==> config.mk <==
export PLATFORM = sky130hd
export DESIGN_NAME = modular_exponentiation_core
export DESIGN_NICKNAME = d
export VERILOG_FILES = /design/src/hdl/mexp_pkg.sv /design/src/hdl/mexp_mulmod.sv /design/src/hdl/modular_exponentiation_core.sv
export SDC_FILE = /design/constraint.sdc
export NUM_CORES = 1
export LEC_CHECK = 0
export ABC_AREA = 1
export BUFFER_PORTS_ARGS = -buffer_cell sky130_fd_sc_hd__buf_4
export CAP_MARGIN = 20
export CORE_UTILIZATION = 61
export DETAILED_ROUTE_END_ITERATION = 16
export GPL_TIMING_DRIVEN = 0
export PLACE_DENSITY = 0.89
export SYNTH_ARGS = -nofsm -noshare
export SYNTH_HDL_FRONTEND = slang
export SYNTH_SLANG_ARGS = --single-unit
==> constraint.sdc <==
create_clock -name clk -period 7.47 [get_ports clk]
set_clock_uncertainty 0.15 [all_clocks]
set_input_delay 0.747 -clock clk [delete_from_list [all_inputs] [get_ports clk]]
set_output_delay 0.747 -clock clk [all_outputs]
set_load 0.005 [all_outputs]
==> src/hdl/mexp_pkg.sv <==
// shared constants and interface types of the modular exponentiation core
// no dependencies; used by mexp_mulmod and modular_exponentiation_core
package mexp_pkg;

  localparam int FIELD_W       = 32;
  localparam int OPERAND_WIDTH = 32;
  localparam int CNT_W         = $clog2(OPERAND_WIDTH);
  localparam int ADDR_W        = 3;

  localparam logic [FIELD_W-1:0] MODULUS_RESET = FIELD_W'(23);

  // register index decoded from paddr[2]
  localparam logic REG_MODULUS = 1'b0;

  typedef struct packed {
    logic                     start;
    logic [OPERAND_WIDTH-1:0] a;
    logic [OPERAND_WIDTH-1:0] b;
  } mexp_mul_req_t;

  typedef struct packed {
    logic                     busy;
    logic                     done;
    logic [OPERAND_WIDTH-1:0] result;
  } mexp_mul_rsp_t;

endpackage

==> src/hdl/mexp_mulmod.sv <==
// bit-serial modular multiplier: (a * b) mod m, one bit of b per cycle
// depends on mexp_pkg
module mexp_mulmod (
  input  logic                                clk,
  input  logic                                rst_n,
  input  logic [mexp_pkg::OPERAND_WIDTH-1:0]  modulus,
  input  mexp_pkg::mexp_mul_req_t             req,
  output mexp_pkg::mexp_mul_rsp_t             rsp
);

  localparam int W = mexp_pkg::OPERAND_WIDTH;

  logic [W-1:0]                 acc_r, acc_nxt;
  logic [W-1:0]                 a_r;
  logic [W-1:0]                 b_r;
  logic [mexp_pkg::CNT_W-1:0]   cnt_r;
  logic                         busy_r;
  logic                         done_r;

  logic [W:0] dbl, dbl_red, sum, sum_red, mod_ext;

  // acc = 2*acc mod m, then add a mod m when the scanned bit is set
  always_comb begin
    mod_ext = {1'b0, modulus};
    dbl     = {acc_r, 1'b0};
    dbl_red = (dbl >= mod_ext) ? (dbl - mod_ext) : dbl;
    sum     = dbl_red + {1'b0, a_r};
    sum_red = (sum >= mod_ext) ? (sum - mod_ext) : sum;
    acc_nxt = b_r[W-1] ? sum_red[W-1:0] : dbl_red[W-1:0];
  end

  always_ff @(posedge clk) begin
    if (!rst_n) begin
      busy_r <= 1'b0;
      done_r <= 1'b0;
      cnt_r  <= '0;
    end else begin
      done_r <= 1'b0;
      if (req.start) begin
        busy_r <= 1'b1;
        cnt_r  <= '0;
        acc_r  <= '0;
        a_r    <= req.a;
        b_r    <= req.b;
      end else if (busy_r) begin
        acc_r <= acc_nxt;
        b_r   <= {b_r[W-2:0], 1'b0};
        cnt_r <= cnt_r + 1'b1;
        if (cnt_r == mexp_pkg::CNT_W'(W - 1)) begin
          busy_r <= 1'b0;
          done_r <= 1'b1;
        end
      end
    end
  end

  assign rsp.busy   = busy_r;
  assign rsp.done   = done_r;
  assign rsp.result = acc_r;

endmodule

==> src/hdl/modular_exponentiation_core.sv <==
// Modular exponentiation core: out_power_result = in_base_value ^ in_exponent_value mod modulus,
// computed right to left by square-and-multiply on one shared bit-serial modular multiplier.
// An item first reduces the base (one product), then for each exponent bit up to the highest
// set bit runs a multiply when the bit is set and a square unless no higher bit remains. A
// zero exponent finishes after the reduction, and a zero modulus goes straight to the finish
// state. in_ready is high only while no item is at work; one finished result can wait in the
// output register while the next item runs. The modulus register (reset 23) is written
// through the APB port at any address with paddr[2] clear.
// depends on mexp_pkg and mexp_mulmod
module modular_exponentiation_core (
  input  logic                              clk,
  input  logic                              rst_n,
  // input channel
  input  logic                              in_valid,
  output logic                              in_ready,
  input  logic [mexp_pkg::FIELD_W-1:0]      in_base_value,
  input  logic [mexp_pkg::FIELD_W-1:0]      in_exponent_value,
  // result channel
  output logic                              out_valid,
  input  logic                              out_ready,
  output logic [mexp_pkg::FIELD_W-1:0]      out_power_result,
  // configuration port
  input  logic                              psel,
  input  logic                              penable,
  input  logic                              pwrite,
  input  logic [mexp_pkg::ADDR_W-1:0]       paddr,
  input  logic [mexp_pkg::FIELD_W-1:0]      pwdata,
  output logic [mexp_pkg::FIELD_W-1:0]      prdata,
  output logic                              pready
);

  localparam int W = mexp_pkg::OPERAND_WIDTH;

  typedef enum logic [2:0] {
    ST_IDLE,
    ST_REDUCE,
    ST_MUL,
    ST_SQR,
    ST_FINISH
  } state_t;

  state_t                          state_r;
  logic [mexp_pkg::FIELD_W-1:0]    modulus_r;
  logic [W-1:0]                    acc_r;
  logic [W-1:0]                    base_r;
  logic [W-1:0]                    exp_r;
  logic [W-1:0]                    exp_shift;
  logic                            start_r;
  logic                            out_valid_r;
  logic [mexp_pkg::FIELD_W-1:0]    out_power_result_r;
  logic [W-1:0]                    mod_op;

  mexp_pkg::mexp_mul_req_t         mul_req;
  mexp_pkg::mexp_mul_rsp_t         mul_rsp;

  // ---------------------------------------------------------------------
  // configuration port: zero-wait writes and reads
  // ---------------------------------------------------------------------
  assign pready = 1'b1;
  assign prdata = (paddr[2] == mexp_pkg::REG_MODULUS) ? modulus_r : '0;

  always_ff @(posedge clk) begin
    if (!rst_n) begin
      modulus_r <= mexp_pkg::MODULUS_RESET;
    end else if (psel && penable && pwrite && pready &&
                 paddr[2] == mexp_pkg::REG_MODULUS) begin
      modulus_r <= pwdata;
    end
  end

  assign mod_op = W'(modulus_r);

  // ---------------------------------------------------------------------
  // operand selection for the shared multiplier
  // ---------------------------------------------------------------------
  always_comb begin
    mul_req.start = start_r;
    unique case (state_r)
      // base mod m as 1 * base: the multiplier scans b without needing b < m
      ST_REDUCE: begin
        mul_req.a = W'(1);
        mul_req.b = base_r;
      end
      ST_MUL: begin
        mul_req.a = acc_r;
        mul_req.b = base_r;
      end
      default: begin
        mul_req.a = base_r;
        mul_req.b = base_r;
      end
    endcase
  end

  mexp_mulmod u_mulmod (
    .clk     (clk),
    .rst_n   (rst_n),
    .modulus (mod_op),
    .req     (mul_req),
    .rsp     (mul_rsp)
  );

  assign exp_shift = exp_r >> 1;

  // ---------------------------------------------------------------------
  // sequencer: reduce, then multiply / square per exponent bit
  // ---------------------------------------------------------------------
  always_ff @(posedge clk) begin
    if (!rst_n) begin
      state_r     <= ST_IDLE;
      start_r     <= 1'b0;
      out_valid_r <= 1'b0;
    end else begin
      start_r <= 1'b0;
      // the finish state reloads the output register itself
      if (out_valid_r && out_ready && state_r != ST_FINISH) begin
        out_valid_r <= 1'b0;
      end
      unique case (state_r)
        ST_IDLE: begin
          if (in_valid) begin
            base_r <= W'(in_base_value);
            exp_r  <= W'(in_exponent_value);
            if (mod_op == '0) begin
              // no reduction defined for a zero modulus: answer zero
              acc_r   <= '0;
              state_r <= ST_FINISH;
            end else begin
              // 1 mod m is zero only for a modulus of one
              acc_r   <= (mod_op == W'(1)) ? '0 : W'(1);
              start_r <= 1'b1;
              state_r <= ST_REDUCE;
            end
          end
        end
        ST_REDUCE: begin
          if (mul_rsp.done) begin
            base_r <= mul_rsp.result;
            if (exp_r == '0) begin
              state_r <= ST_FINISH;
            end else begin
              start_r <= 1'b1;
              state_r <= exp_r[0] ? ST_MUL : ST_SQR;
            end
          end
        end
        ST_MUL: begin
          if (mul_rsp.done) begin
            acc_r <= mul_rsp.result;
            if (exp_shift == '0) begin
              // top bit used: the last square is not needed
              state_r <= ST_FINISH;
            end else begin
              start_r <= 1'b1;
              state_r <= ST_SQR;
            end
          end
        end
        ST_SQR: begin
          if (mul_rsp.done) begin
            base_r <= mul_rsp.result;
            exp_r  <= exp_shift;
            if (exp_shift == '0) begin
              state_r <= ST_FINISH;
            end else begin
              start_r <= 1'b1;
              state_r <= exp_shift[0] ? ST_MUL : ST_SQR;
            end
          end
        end
        ST_FINISH: begin
          // hand the result over once the output register is free
          if (!out_valid_r || out_ready) begin
            out_valid_r        <= 1'b1;
            out_power_result_r <= mexp_pkg::FIELD_W'(acc_r);
            state_r            <= ST_IDLE;
          end
        end
        default: begin
          state_r <= ST_IDLE;
        end
      endcase
    end
  end

  assign in_ready         = (state_r == ST_IDLE);
  assign out_valid        = out_valid_r;
  assign out_power_result = out_power_result_r;

`ifndef NO_ASSERTIONS
  // the multiplier reports completion only while the sequencer waits on it
  a_done_in_op: assert property (@(posedge clk) disable iff (!rst_n)
    mul_rsp.done |-> (state_r == ST_REDUCE || state_r == ST_MUL || state_r == ST_SQR))
    else $error("multiplier done outside an operation state");

  // a new product is never launched while the previous one is still running
  a_no_overlap: assert property (@(posedge clk) disable iff (!rst_n)
    start_r |-> !mul_rsp.busy)
    else $error("multiplier started while busy");

  // a delivered result is always reduced below the modulus, or zero
  a_reduced: assert property (@(posedge clk) disable iff (!rst_n)
    out_valid_r |-> (out_power_result_r < modulus_r || out_power_result_r == '0))
    else $error("result not reduced modulo modulus");

  // a new result only appears out of the finish state
  a_load_from_finish: assert property (@(posedge clk) disable iff (!rst_n)
    $rose(out_valid_r) |-> $past(state_r == ST_FINISH))
    else $error("result loaded outside finish state");
`endif

endmodule
### Word level (Yosys, flattened, before mapping)

Cells that the tools add are included.

| word-level totals | value |
|---|---|
| input bits | 106 |
| word-level logic and storage cells | 106 |
| register bits after elaboration | 268 |

| operators by class | value |
|---|---|
| eq/ne operators | 13 |
| reduce and logical (&&, ||, !) cells | 26 |
| bitwise gates (word level) | 3 |
| add/sub/neg operators | 4 |
| mux-type cells | 44 |
| order comparisons | 2 |

Operators with widths:

| kind | count |
|---|---|
| 32-bit 2-to-1 mux | 11 |
| 32-bit one-hot mux with 2 select lines | 3 |
| 64-bit one-hot mux with 2 select lines | 1 |
| 32-bit logical NOT | 3 |
| 33-bit by 32-bit >= comparator with 1-bit output | 2 |
| 33-bit by 32-bit adder with 33-bit output | 1 |
| 33-bit 2-to-1 mux | 1 |
| 33-bit by 32-bit subtractor with 33-bit output | 1 |
| 32-bit by 1-bit equality test with 1-bit output (second input constant) | 1 |
| 32-bit subtractor | 1 |
| 3-bit 2-to-1 mux | 9 |
| 1-bit 2-to-1 mux | 17 |
| 3-bit one-hot mux with 5 select lines | 1 |
| 4-bit AND reduction | 3 |
| 2-bit by 1-bit != test with 1-bit output (second input constant) | 4 |
| 2-bit nonzero test | 4 |
| 3-bit by 2-bit equality test with 1-bit output (second input constant) | 2 |
| 2-bit OR reduction | 3 |
| 5-bit by 1-bit adder with 5-bit output (second input constant) | 1 |
| 5-bit equality test (second input constant) | 1 |
| 1-bit logical AND | 5 |
| 5-bit AND reduction | 1 |
| 2-bit != test (second input constant) | 2 |
| 2-bit AND reduction | 2 |
| other kinds (10) | 12 |

### Longest topological paths before layout

| logic depth | value |
|---|---|
| depth after elaboration | 7 |
| depth in mapped cells | 43 |

### Cells and area by module

Synthesis repeated with hierarchy kept, for this count alone.

| second synthesis, totals | value |
|---|---|
| cells, all modules | 2453 |
| area, all modules | 18540.3 µm² |

Modules (own cells, without submodules):

| module | seq. area each (µm²) | times used | cells an instance | area an instance (µm²) |
|---|---|---|---|---|
| mexp_mulmod | 3022.9 | 1 | 1669 | 11130.7 |
| modular_exponentiation_core | 4584.4 | 1 | 784 | 7409.6 |

### Worst setup path after synthesis

OpenSTA, ideal clock, no wires.

| path | value |
|---|---|
| path type | register -> register |
| start point | register modulus_r, in the netlist mod_op[0] |
| end point | register u_mulmod.acc_r[22], data pin |
| data arrival time | 4.967 ns |
| buffers on the path | 1 |
| data required time | 7.071 ns |
| slack | 2.104 ns |
| library setup time | 0.249 ns |
| period minus slack after synthesis | 5.366 ns |
| cell stages (with the launch flop) | 36 |
| cell sequence | dfxtp_1 -> clkinv_1 -> fa_1 -> nand2_1 -> nand3_1 -> and2_1 -> a21oi_1 -> o21ai_0 -> nand2_1 -> nand2_1 -> xor2_1 -> nand2_1 -> nand2_1 -> ha_1 -> nand2_1 -> nor2_1 -> inv_1 -> nor2_1 -> inv_1 -> nor3_1 -> nor3_1 -> xor2_1 -> ha_1 -> nand2_1 -> nand2_1 -> a31oi_1 -> nand2_1 -> a21oi_1 -> nand2_1 -> nand2_2 -> nand4_4 -> buf_4 -> nand2_1 -> nand3_1 -> nand2_1 -> inv_1 |

| between the ends | value |
|---|---|
| cells in the longest elaborated chain, start to end | 7 |
| elaborated cells between the ends (all ways) | 9 |
| those cells by class | add/sub (3); order compare (2); mux (4) |

RTL lines:

| element | line | RTL |
|---|---|---|
| from (decl) | modular_exponentiation_core.sv:43 | `logic [mexp_pkg::FIELD_W-1:0] modulus_r;` |
| from (signal assigned) | modular_exponentiation_core.sv:64 | `modulus_r <= mexp_pkg::MODULUS_RESET;` |
| from (signal assigned) | modular_exponentiation_core.sv:67 | `modulus_r <= pwdata;` |
| 33-bit by 32-bit subtractor with 33-bit output / 33-bit by 32-bit >= comparator with 1-bit output (equally long branches) | mexp_mulmod.sv:26 | `dbl_red = (dbl >= mod_ext) ? (dbl - mod_ext) : dbl;` |
| 33-bit 2-to-1 mux | mexp_mulmod.sv:26 |  |
| 33-bit by 32-bit adder with 33-bit output | mexp_mulmod.sv:27 | `sum = dbl_red + {1'b0, a_r};` |
| 32-bit subtractor / 33-bit by 32-bit >= comparator with 1-bit output (equally long branches) | mexp_mulmod.sv:28 | `sum_red = (sum >= mod_ext) ? (sum - mod_ext) : sum;` |
| 32-bit 2-to-1 mux | mexp_mulmod.sv:28 |  |
| 32-bit 2-to-1 mux * | mexp_mulmod.sv:29 | `acc_nxt = b_r[W-1] ? sum_red[W-1:0] : dbl_red[W-1:0];` |
| 32-bit 2-to-1 mux * | mexp_mulmod.sv:45 | `end else if (busy_r) begin` |
| to (signal assigned) | mexp_mulmod.sv:46 | `acc_r <= acc_nxt;` |
| to (decl) | mexp_mulmod.sv:13 | `logic [W-1:0] acc_r, acc_nxt;` |

Mark *: on every way between the ends. The rest lies on a longest branch, timed or not. The select of a mux whose other input is x is not followed.
A chain may end at the register's enable or synchronous reset.

### Final worst setup path

| path | value |
|---|---|
| start point | register u_mulmod.acc_r[15] |
| end point | register u_mulmod.acc_r[28], data pin |

| between the ends | value |
|---|---|
| cells in the longest elaborated chain, start to end | 7 |
| elaborated cells between the ends (all ways) | 9 |
| those cells by class | add/sub (3); order compare (2); mux (4) |

RTL lines:

| element | line |
|---|---|
| 33-bit by 32-bit subtractor with 33-bit output / 33-bit by 32-bit >= comparator with 1-bit output (equally long branches) | mexp_mulmod.sv:26 |
| 33-bit 2-to-1 mux * | mexp_mulmod.sv:26 |
| 33-bit by 32-bit adder with 33-bit output | mexp_mulmod.sv:27 |
| 32-bit subtractor / 33-bit by 32-bit >= comparator with 1-bit output (equally long branches) | mexp_mulmod.sv:28 |
| 32-bit 2-to-1 mux | mexp_mulmod.sv:28 |
| 32-bit 2-to-1 mux * | mexp_mulmod.sv:29 |
| 32-bit 2-to-1 mux * | mexp_mulmod.sv:45 |

Marks and branches as above.

==> run summary <==
Status: finished clean
Slew of the pin with the lowest slew margin: 0.9599 ns
Die Y-Extent: 173.7 um
Area growth syn-to-layout: 16.73%
IO Count: 173
Total Routing Usage GR: 41.91%
Period Utilization, post-route: 96.75%
Vias in the first global route: 17150
IO buf count: 167
Final nets: 2756
Setup TNS Final: 0 ns
Post-route cell area: 0.02099 sq mm
Largest net degree at the start of global routing: 65
Clock sinks: 268
Worst min-delay path category: in -> reg
Rel. slew slack: 35.48%
First-pass GRT wire length: 96380 um
Routed via count: 18120
Post-synthesis instance area: 0.01798 sq mm
Crit path capture type: register
Final min period: 7.227 ns
Mapped Nets: 2538
CTS tree: yes
Die width: 173.7 um
DRC violations left: 0
Setup Crit Path Kind: reg -> reg
Initial antenna violation count: 0
Flops & latches, synth: 268
Post-synth EDFFs: 224
Setup Viol. Count Final: 0
Die area: 0.03017 sq mm
WL final: 64220 um
Slowest-stage cell, CP: edfxtp_1
CTS max path bufs: 3
Fillcell total: 2179
Synth Flop Type: edfxtp_1
Hpwl dp: 49940 um
WL/cell: 21.73 um
Crit path DAT: 7.39 ns
Antenna-violating nets left: 0
Max FO, Critical Path: 10
Core Rows: 62
DRT iter0 DRCs: 2564
CTS H-tree depth: 1
Max incr delay on CP: 0.51 ns
Distinct cells, synth: 48
Gp weighted congestion: 1.053
Synth async-reset ratio: 0%
Post-DP Area: 0.01989 sq mm
Fin. Hold Viols: 0
Syn Area/Cell: 7.715 sq um
Worst-Skew Late Latency: 0.57 ns
Pre-antenna DRT Iters: 8
Core footprint: 0.02886 sq mm
Layout cell share with drive strength beyond 1: 11.75%
Ant diodes: 0
Final core occ: 72.74%
Initial Util: 62.32%
CP dominant cell by count: nand2_1
Routed vias/inst: 6.132
Peak Freq: 138.4 MHz
Area taken by multi-input logic gates: 0.008831 sq mm
Max Slew Vio Count: 0
Synthesized instance count: 2331
Register area share after synthesis: 42.30%
Register Area: 0.007607 sq mm
GRT overflow: 0
YS warnings: 0
Req. time, crit path: 7.63 ns
Max Cap Violations: 0
Root Driver: clkbuf_16
CP startpoint kind: register
Clock transition at path regs: 0.07 ns
CTS buffer count: 29
-- synthesized netlist by cell type (3+ instances only) --
cell type	instances	area share (%)
inv_2	8	0.17
edfxtp_1	224	37
nand2b_1	3	0.10
o31ai_1	3	0.13
o211ai_1	11	0.46
nand2_2	5	0.17
or2_1	3	0.10
nand4_1	48	1.7
nand3_1	132	3.7
or2_2	7	0.24
and2_1	3	0.10
inv_1	343	7.2
o21bai_1	26	1.1
clkinv_1	4	0.083
o21ai_0	224	6.2
nor3_1	21	0.58
xor2_1	48	2.3
a21o_1	16	0.67
a21boi_0	3	0.13
a31oi_1	11	0.38
nor4_1	14	0.49
nor2_2	4	0.14
clkbuf_1	58	1.2
xnor2_1	24	1.2
nand3b_1	10	0.42
buf_2	9	0.25
o21a_1	4	0.17
nand2_4	3	0.19
buf_4	4	0.17
o21ai_1	4	0.11
dfxtp_1	44	4.9
a21oi_1	148	4.1
nand2_1	533	11
ha_1	98	6.8
nor2_1	210	4.4
fa_1	3	0.33
-- registers in the layout, indices dropped and copies added, names as in the netlist --
name,count
acc_r,32
base_r,32
exp_r,32
mod_op,32
out_power_result,32
out_valid,1
start_r,1
state_r,3
u_mulmod.a_r,32
u_mulmod.acc_r,32
u_mulmod.b_r,32
u_mulmod.busy_r,1
u_mulmod.cnt_r,5
u_mulmod.done_r,1
-- final cells by class --
class                      count  share of cell area (%)
clock buffer                  32                   3.511
multi-input combinational   1635                   42.07
clock inverter                21                   1.085
sequential                   268                   36.24
timing repair buffer         187                   6.926
tap                          384                   2.289
inverter                     355                   6.366
buffer                        73                   1.514
-- path summary, 6_finish.rpt --
kind	startpoint	endpoint	slack (ns)	cells past startpoint
max reg2reg	u_mulmod.acc_r[15]$_SDFFCE_PP0P_	u_mulmod.acc_r[28]$_SDFFCE_PP0P_	0.24	31
min	pwdata[4]	mod_op[4]$_SDFFE_PN1P_	0.25	3
min reg2reg	acc_r[0]$_DFFE_PP_	out_power_result[0]$_DFFE_PP_	0.31	0
max	u_mulmod.acc_r[15]$_SDFFCE_PP0P_	u_mulmod.acc_r[28]$_SDFFCE_PP0P_	0.24	31
-- kinds of logic after synthesis --
| logic type | Yosys count | share of synthesized area [%] |
|---|---|---|
| buffers and inverters | 428 | 9.163 |
| AO/OA/AOI/OAI | 456 | 13.73 |
| flip-flops | 268 | 42.30 |
| XOR/XNOR | 72 | 3.507 |
| other | 1 | 0.02085 |
| adder cells (fa/ha/maj) | 101 | 7.152 |
| AND/OR/NAND/NOR | 1005 | 24.12 |
-- cells in the final DEF, fill, tap and decap left out, types with 5 or more instances in the layout --
cell type  Yosys  final
nand2_1      533    532
inv_1        343    343
edfxtp_1     224    224
o21ai_0      224    221
nor2_1       210    207
buf_4          4    185
a21oi_1      148    145
nand3_1      132    132
ha_1          98     97
clkbuf_1      58     61
nand4_1       48     48
xor2_1        48     46
dfxtp_1       44     44
clkbuf_16      0     29
o21bai_1      26     24
xnor2_1       24     24
nor3_1        21     19
a21o_1        16     16
nor4_1        14     12
a31oi_1       11     11
o211ai_1      11     11
nand3b_1      10     10
inv_2          8      8
buf_2          9      8
nor2_2         4      7
or2_2          7      7
clkinv_1       4      7
o21ai_1        4      6
buf_6          2      6
nand2_4        3      5
-- layer usage --
layer / routed length [um] / vias up / GRT usage (%)
li1: - / 8223 / -
met1: 24280 / 8379 / 54.22
met3: 6912 / 261 / 7.237
met4: 4141 / 0 / 22.55
met5: 0 / - / 0
met2: 28890 / 1257 / 67.30
-- repair_timing --
item / in CTS / in global routing
hold buffers: 0 / 0
buffers inserted: 0 / 8
pin swaps: 0 / 3
endpoints found under the setup margin: 5 / 32
gates resized for setup: 1 / 20
-- worst max-delay path: cells and delay by family (launching register included) --
family	cells	cell delay [ns]
flops	1	0.51
compound gates	9	1.97
buf+inv	4	0.69
simple gates	14	2.18
fa+ha+maj	3	1.09
xor+xnor	1	0.35
-- through the flow --
step / std cells / setup slack [ns] / hold slack [ns]
floorplan: 2331 / 2.104 / 0.2768
global placement: 2882 / -0.01971 / 0.2833
detailed placement: 2894 / -0.02759 / 0.2856
CTS: 2947 / 0.04919 / 0.2474
global route: 2955 / -0.008553 / 0.2621
finish: 2955 / 0.2428 / 0.2483
Power is not shown: default switching activity piles up to over one toggle a cycle in this logic, so the estimate is an artifact.
